File: src/design/ackfp_pkg.sv
// ackfp_pkg: types and constants of the ACK frame parser.
// No dependencies; used by ack_frame_parser.
package ackfp_pkg;

  localparam logic [7:0] SOF_BYTE = 8'hAA;
  localparam logic [7:0] ACK_CMD  = 8'h81;
  localparam logic [7:0] ACK_LEN  = 8'd2;

  typedef enum logic [4:0] {
    PH_HUNT = 5'b00001,
    PH_CMD  = 5'b00010,
    PH_LEN  = 5'b00100,
    PH_PAY  = 5'b01000,
    PH_CHK  = 5'b10000
  } phase_t;

  typedef enum logic [1:0] {
    EV_NONE = 2'd0,
    EV_OK   = 2'd1,
    EV_NACK = 2'd2,
    EV_BAD  = 2'd3
  } event_t;

endpackage

File: src/design/ack_frame_parser.sv
// ack_frame_parser: byte-wise parser for 0xAA/cmd/len/payload/check frames,
// counting good acks and bad frames (nacks, check mismatches). Depends on ackfp_pkg.
//
// channel  direction  handshake                   payload
// in_      input      in_valid / in_stall         in_rx_byte
// out_     output     out_valid / out_stall       out_event_res .. out_bad_count
//
// One result per byte, valid the cycle after; a byte is taken every cycle that in_stall is low.
// Frame state updates at the input edge; the result register holds the fields.
// in_stall rises only while a result is held and out_stall is high.
// rst_n (synchronous) returns the parser to hunting and clears both counters.
module ack_frame_parser #(
  parameter int MAX_PAYLOAD = 16
) (
  input  logic        clk,
  input  logic        rst_n,
  input  logic        in_valid,
  output logic        in_stall,
  input  logic [7:0]  in_rx_byte,
  output logic        out_valid,
  input  logic        out_stall,
  output logic [1:0]  out_event_res,
  output logic [7:0]  out_frame_code,
  output logic [7:0]  out_acked_code,
  output logic [7:0]  out_ack_status,
  output logic [7:0]  out_expected_check,
  output logic [31:0] out_ok_count,
  output logic [31:0] out_bad_count
);

  localparam int LW = $clog2(MAX_PAYLOAD + 1);

  ackfp_pkg::phase_t phase_r, phase_nxt;
  logic [7:0]  cmd_r, cmd_nxt;
  logic [LW-1:0] len_r, len_nxt;
  logic [7:0]  sum_r, sum_nxt;
  logic [LW-1:0] idx_r, idx_nxt;
  logic [7:0]  head_r [2];
  logic [31:0] good_r, good_nxt;
  logic [31:0] bad_r, bad_nxt;

  logic        valid_r;
  ackfp_pkg::event_t ev_r, ev_nxt;
  logic [7:0]  code_r, code_nxt;
  logic [7:0]  acked_r, acked_nxt;
  logic [7:0]  status_r, status_nxt;
  logic [7:0]  expect_r, expect_nxt;

  logic in_acc;
  logic [LW:0] idx_inc;
  logic len_over;
  logic is_ack;

  assign in_stall = valid_r && out_stall;
  assign in_acc   = in_valid && !in_stall;
  assign idx_inc  = {1'b0, idx_r} + {{LW{1'b0}}, 1'b1};
  assign len_over = {1'b0, in_rx_byte} > 9'(MAX_PAYLOAD);
  assign is_ack   = (cmd_r == ackfp_pkg::ACK_CMD) &&
                    ({{(8 > LW ? 8 - LW : 0){1'b0}}, len_r} == 8'(ackfp_pkg::ACK_LEN));

  always_comb begin
    phase_nxt  = phase_r;
    cmd_nxt    = cmd_r;
    len_nxt    = len_r;
    sum_nxt    = sum_r;
    idx_nxt    = idx_r;
    good_nxt   = good_r;
    bad_nxt    = bad_r;
    ev_nxt     = ackfp_pkg::EV_NONE;
    code_nxt   = 8'd0;
    acked_nxt  = 8'd0;
    status_nxt = 8'd0;
    expect_nxt = 8'd0;
    case (phase_r)
      ackfp_pkg::PH_HUNT: begin
        if (in_rx_byte == ackfp_pkg::SOF_BYTE) phase_nxt = ackfp_pkg::PH_CMD;
      end
      ackfp_pkg::PH_CMD: begin
        cmd_nxt   = in_rx_byte;
        sum_nxt   = in_rx_byte;
        phase_nxt = ackfp_pkg::PH_LEN;
      end
      ackfp_pkg::PH_LEN: begin
        len_nxt = LW'(in_rx_byte);
        sum_nxt = sum_r + in_rx_byte;
        idx_nxt = '0;
        if (len_over) phase_nxt = ackfp_pkg::PH_HUNT;
        else if (in_rx_byte == 8'd0) phase_nxt = ackfp_pkg::PH_CHK;
        else phase_nxt = ackfp_pkg::PH_PAY;
      end
      ackfp_pkg::PH_PAY: begin
        idx_nxt = idx_inc[LW-1:0];
        sum_nxt = sum_r + in_rx_byte;
        if (idx_inc >= {1'b0, len_r}) phase_nxt = ackfp_pkg::PH_CHK;
      end
      ackfp_pkg::PH_CHK: begin
        phase_nxt = ackfp_pkg::PH_HUNT;
        if (in_rx_byte == sum_r) begin
          if (is_ack) begin
            code_nxt   = cmd_r;
            acked_nxt  = head_r[0];
            status_nxt = head_r[1];
            expect_nxt = sum_r;
            if (head_r[1] == 8'd0) begin
              good_nxt = good_r + 32'd1;
              ev_nxt   = ackfp_pkg::EV_OK;
            end else begin
              bad_nxt = bad_r + 32'd1;
              ev_nxt  = ackfp_pkg::EV_NACK;
            end
          end
        end else begin
          bad_nxt    = bad_r + 32'd1;
          ev_nxt     = ackfp_pkg::EV_BAD;
          code_nxt   = cmd_r;
          expect_nxt = sum_r;
        end
      end
      default: begin
        phase_nxt = ackfp_pkg::PH_HUNT;
      end
    endcase
  end

  always_ff @(posedge clk) begin
    if (!rst_n) begin
      phase_r <= ackfp_pkg::PH_HUNT;
      cmd_r   <= 8'd0;
      len_r   <= '0;
      sum_r   <= 8'd0;
      idx_r   <= '0;
      good_r  <= 32'd0;
      bad_r   <= 32'd0;
      valid_r <= 1'b0;
    end else begin
      if (in_acc) begin
        phase_r <= phase_nxt;
        cmd_r   <= cmd_nxt;
        len_r   <= len_nxt;
        sum_r   <= sum_nxt;
        idx_r   <= idx_nxt;
        good_r  <= good_nxt;
        bad_r   <= bad_nxt;
        valid_r <= 1'b1;
      end else if (!out_stall) begin
        valid_r <= 1'b0;
      end
    end
  end

  always_ff @(posedge clk) begin
    if (in_acc) begin
      ev_r     <= ev_nxt;
      code_r   <= code_nxt;
      acked_r  <= acked_nxt;
      status_r <= status_nxt;
      expect_r <= expect_nxt;
      if (phase_r == ackfp_pkg::PH_PAY && idx_r < LW'(2)) begin
        head_r[idx_r[0]] <= in_rx_byte;
      end
    end
  end

  assign out_valid          = valid_r;
  assign out_event_res      = ev_r;
  assign out_frame_code     = code_r;
  assign out_acked_code     = acked_r;
  assign out_ack_status     = status_r;
  assign out_expected_check = expect_r;
  assign out_ok_count       = good_r;
  assign out_bad_count      = bad_r;

  a_stall_needs_result: assert property (@(posedge clk) disable iff (!rst_n)
    in_stall |-> out_valid)
    else $error("input stalled with no result held");

  a_ok_tracks_count: assert property (@(posedge clk) disable iff (!rst_n)
    in_acc |=> ((ev_r == ackfp_pkg::EV_OK) == (good_r == $past(good_r) + 32'd1)))
    else $error("ok count out of step with ack event");

  a_bad_tracks_count: assert property (@(posedge clk) disable iff (!rst_n)
    in_acc |=> (((ev_r == ackfp_pkg::EV_NACK) || (ev_r == ackfp_pkg::EV_BAD)) ==
                (bad_r == $past(bad_r) + 32'd1)))
    else $error("bad count out of step with nack or mismatch event");

  a_ok_status_zero: assert property (@(posedge clk) disable iff (!rst_n)
    (valid_r && ev_r == ackfp_pkg::EV_OK) |-> (status_r == 8'd0 && code_r == ackfp_pkg::ACK_CMD))
    else $error("ack ok reported with bad status or command");

  a_none_fields_zero: assert property (@(posedge clk) disable iff (!rst_n)
    (valid_r && ev_r == ackfp_pkg::EV_NONE) |-> (code_r == 8'd0 && expect_r == 8'd0))
    else $error("fields set on a result with no event");

endmodule
File: config.mk
export PLATFORM = sky130hd
export DESIGN_NAME = ack_frame_parser
export DESIGN_NICKNAME = d
export VERILOG_FILES = /design/src/design/ackfp_pkg.sv /design/src/design/ack_frame_parser.sv
export SDC_FILE = /design/constraint.sdc
export NUM_CORES = 1
export LEC_CHECK = 0
export BUFFER_PORTS_ARGS = -buffer_cell sky130_fd_sc_hd__buf_2
export CORE_ASPECT_RATIO = 0.9
export CORE_MARGIN = 3
export CORE_UTILIZATION = 27
export DETAILED_ROUTE_END_ITERATION = 10
export GPL_ROUTABILITY_DRIVEN = 0
export PLACE_DENSITY_LB_ADDON = 0.12
export SYNTH_ARGS = -nofsm -noshare
export SYNTH_HDL_FRONTEND = slang
export SYNTH_SLANG_ARGS = --single-unit
File: constraint.sdc
create_clock -name clk -period 2.6 [get_ports clk]
set_input_delay 0.26 -clock clk [delete_from_list [all_inputs] [get_ports clk]]
set_output_delay 0.26 -clock clk [all_outputs]
set_load 0.005 [all_outputs]
==> results.yml <==
finish:
  layout.cells.most_common_list: "110 x buf_2, 96 x dfxtp_1, 73 x and2_1, 66 x nand2_1, 50 x edfxtp_1"
  drive_gt1_share_pct: 22.7
  final_common_cell: "buf_2"
  fin_nets: 851
  multiInputGateArea_um2: 3370
  area_growth_pct: 24.7
  diodes: 0
  fillCellCount: 2581
  finalNonFillerCells: 1178
  final-seq-area_um2: 3420
  final_util_pct: 34.3
synthesis:
  synth_top_family_by_area: "simple AND/OR/NAND/NOR gates"
  synth.area.mux_share_pct: 1.87
  ys_ff_latch: 146
  ys.flop_type: "dfxtp_1"
  synthXorXnorAreaFrac_pct: 5.67
  ys_types: 63
  syn_area_um2: 6950
  synth_edf_count: 50
  synth_nets: 718
  synth_warnings: 0
  syn_area_per_cell_um2: 10.1
  yosysTopAreaCellShare_pct: 27.7
  syn_inst: 690
  synth_compound_area_share_pct: 11.3
  synth_top_area_cell: "dfxtp_1"
  synth_simple_gate_area_share_pct: 26.5
  synthAdderAreaFrac_pct: 2.99
  synth-async-reset-ratio_pct: 0
  seq_area_frac_synth_pct: 49.3
  synth.area.top_cells: "dfxtp_1 28%, edfxtp_1 22%, and2_1 6.6%"
timing:
  worst_pin_slew_ns: 0.787
  final_max_slew_viol_count: 0
  finalHoldViolCount: 0
  relSlewSlack_pct: 47.5
  clock-skew-final_ns: 0.0136
  tns_ns: 0
  finalCritPeriodShare_pct: 90.1
  rsz0062_at_grt: "no"
  finalCriticalPeriod_ns: 2.34
  fmax_ghz: 0.427
  fin_ws_ns: 0.259
  setup_violations: 0
route:
  wl_um: 18200
  drt_first_iter_violations: 341
  ant_nets: 0
  drc: 0
  num_vias: 5598
  viasPerCell: 4.75
  wl_per_cell_um: 15.4
  dr.pass1.iters: 4
setup_path:
  required_ns: 2.95
  path_cells: "ha_1 > nor4_2 > nand3_1 > buf_4 > nor3_2 > nand2_1 > nor3_1 > mux2i_1"
  cp_max_fo: 8
  cp-end-kind: "flip-flop"
  arrival_ns: 2.69
  crit_type: "flip-flop to flip-flop"
  slowest_delay_ns: 0.40
  start_kind: "flip-flop"
  crit_path_top_delay_cell: "nor4_2"
floorplanning:
  die_h_um: 158
  die-width_um: 175
  core_um2: 25300
  rows: 55
  die_area_um2: 27700
  initial_core_util_pct: 27.5
  io_pins: 112
clock_network:
  cts_tree: "done"
  cts_root_buffer: "clkbuf_16"
  cts.sinks: 146
  post_cts_buffers: 0
  clk_path_buf_depth: 2
  clkLatencyLatePin_ns: 0.42
  cts_buffers: 17
  htreeDepth: 4
  cts.clk_slew.worst_paths_ns: 0.07
hold_path:
  holdCritPathClass: "input port to flip-flop"
place:
  placed_cells: 1146
  pre_cts_slack_ns: 0.0442
  port_buffers: 111
  detailed_place_hpwl_um: 12800
job:
  cap_violations: 0
global_route:
  track_usage_pct: 13.2
  gr-total-overflow: 0
  grt_max_degree: 88
  grt_pass1_vias: 5550
  antenna_found_initial: 0
  grt_first_pass_wirelength_um: 29100
run_status:
  status: "complete, no violations"
power_and_ir_drop:
  p_leak_uw: 0.00349
  ir_worst_vdd_mv: 0.379
  p_per_area_nw_per_um2: 580
## cells in the mapped netlist, types with 13 or more instances
master,number
clkbuf_1,21
edfxtp_1,50
mux2i_1,13
and2_1,73
ha_1,15
nand3_1,42
nand2b_1,23
nand4_1,17
and3_1,21
nand2_1,66
o21ai_0,27
nor2_1,20
xnor2_1,40
o211ai_1,13
dfxtp_1,96
## flip-flops by register name, indices dropped and copies added, names as in the netlist, 5 cells and up
register and count:
out_bad_count 32, out_ok_count 32, head_r 16, cmd_r 8
out_ack_status 8, out_acked_code 8, out_expected_check 8, out_frame_code 8
sum_r 8, idx_r 5, len_r 5, phase_r 5
## final timing paths
kind,start,endpoint,slack [ns],depth (start not counted)
max reg2reg,sum_r[3],out_ok_count[15],0.26,8
min,in_valid,out_valid,0.11,2
min reg2reg,out_bad_count[26],out_bad_count[26],0.49,2
max,sum_r[3],out_ok_count[15],0.26,8
## per-stage QoR
stage          cell area, um^2  hold slack [ns]  power [uW]
2_1_floorplan             6950            0.359        2520
3_3_place_gp              8060            0.460        2600
3_5_place_dp              8060            0.476        2600
4_1_cts                   8650           0.0912        5110
5_1_grt                   8660            0.110        5210
6_report                  8660            0.114        5030
## cells by family (layout without fill, tap and decap cells)
logic type | after synthesis | count (layout)
compound gates | 112 | 112
mux | 13 | 13
xor+xnor | 45 | 45
flops | 146 | 146
buf+inv | 41 | 187
simple gates | 317 | 317
fa+ha+maj | 16 | 16
## worst max-delay path: cells and delay by family, from the launching register on
kind | cells | cell delay [ns]
fa+ha+maj | 1 | 0.36
simple gates | 5 | 1.18
mux | 1 | 0.21
buf+inv | 1 | 0.19
flops | 1 | 0.33
## where the power goes
| group | total [uW] | internal, uW | switching, uW |
|---|---|---|---|
| logic | 163 | 56.3 | 107 |
| registers | 2390 | 2380 | 6.06 |
| clock network | 2480 | 1430 | 1040 |
| total | 5030 | 3870 | 1150 |
## area by class of cell
type	instances	share of cell area, %
clock buffer	19	5.00
clock inverter	13	1.75
inverter	13	0.578
multi-input combinational	503	38.9
sequential	146	39.5
tap	342	4.94
timing repair buffer	142	9.27
## per-layer routing
| layer | share of wire (%) | GRT usage (%) | routed length [um] |
|---|---|---|---|
| met3 | 6.1 | 4.24 | 1120 |
| met5 | 0 | 0 | 0 |
| met1 | 47 | 16.9 | 8480 |
| met2 | 46 | 21.3 | 8410 |
| met4 | 1.0 | 4.06 | 189 |
## repair_timing
item,4_1_cts,5_1_grt
hold buffers,0,0
gates resized for setup,0,2
endpoints found under the setup margin,0,20
No activity file was read; power rests on OpenSTA's default activity.
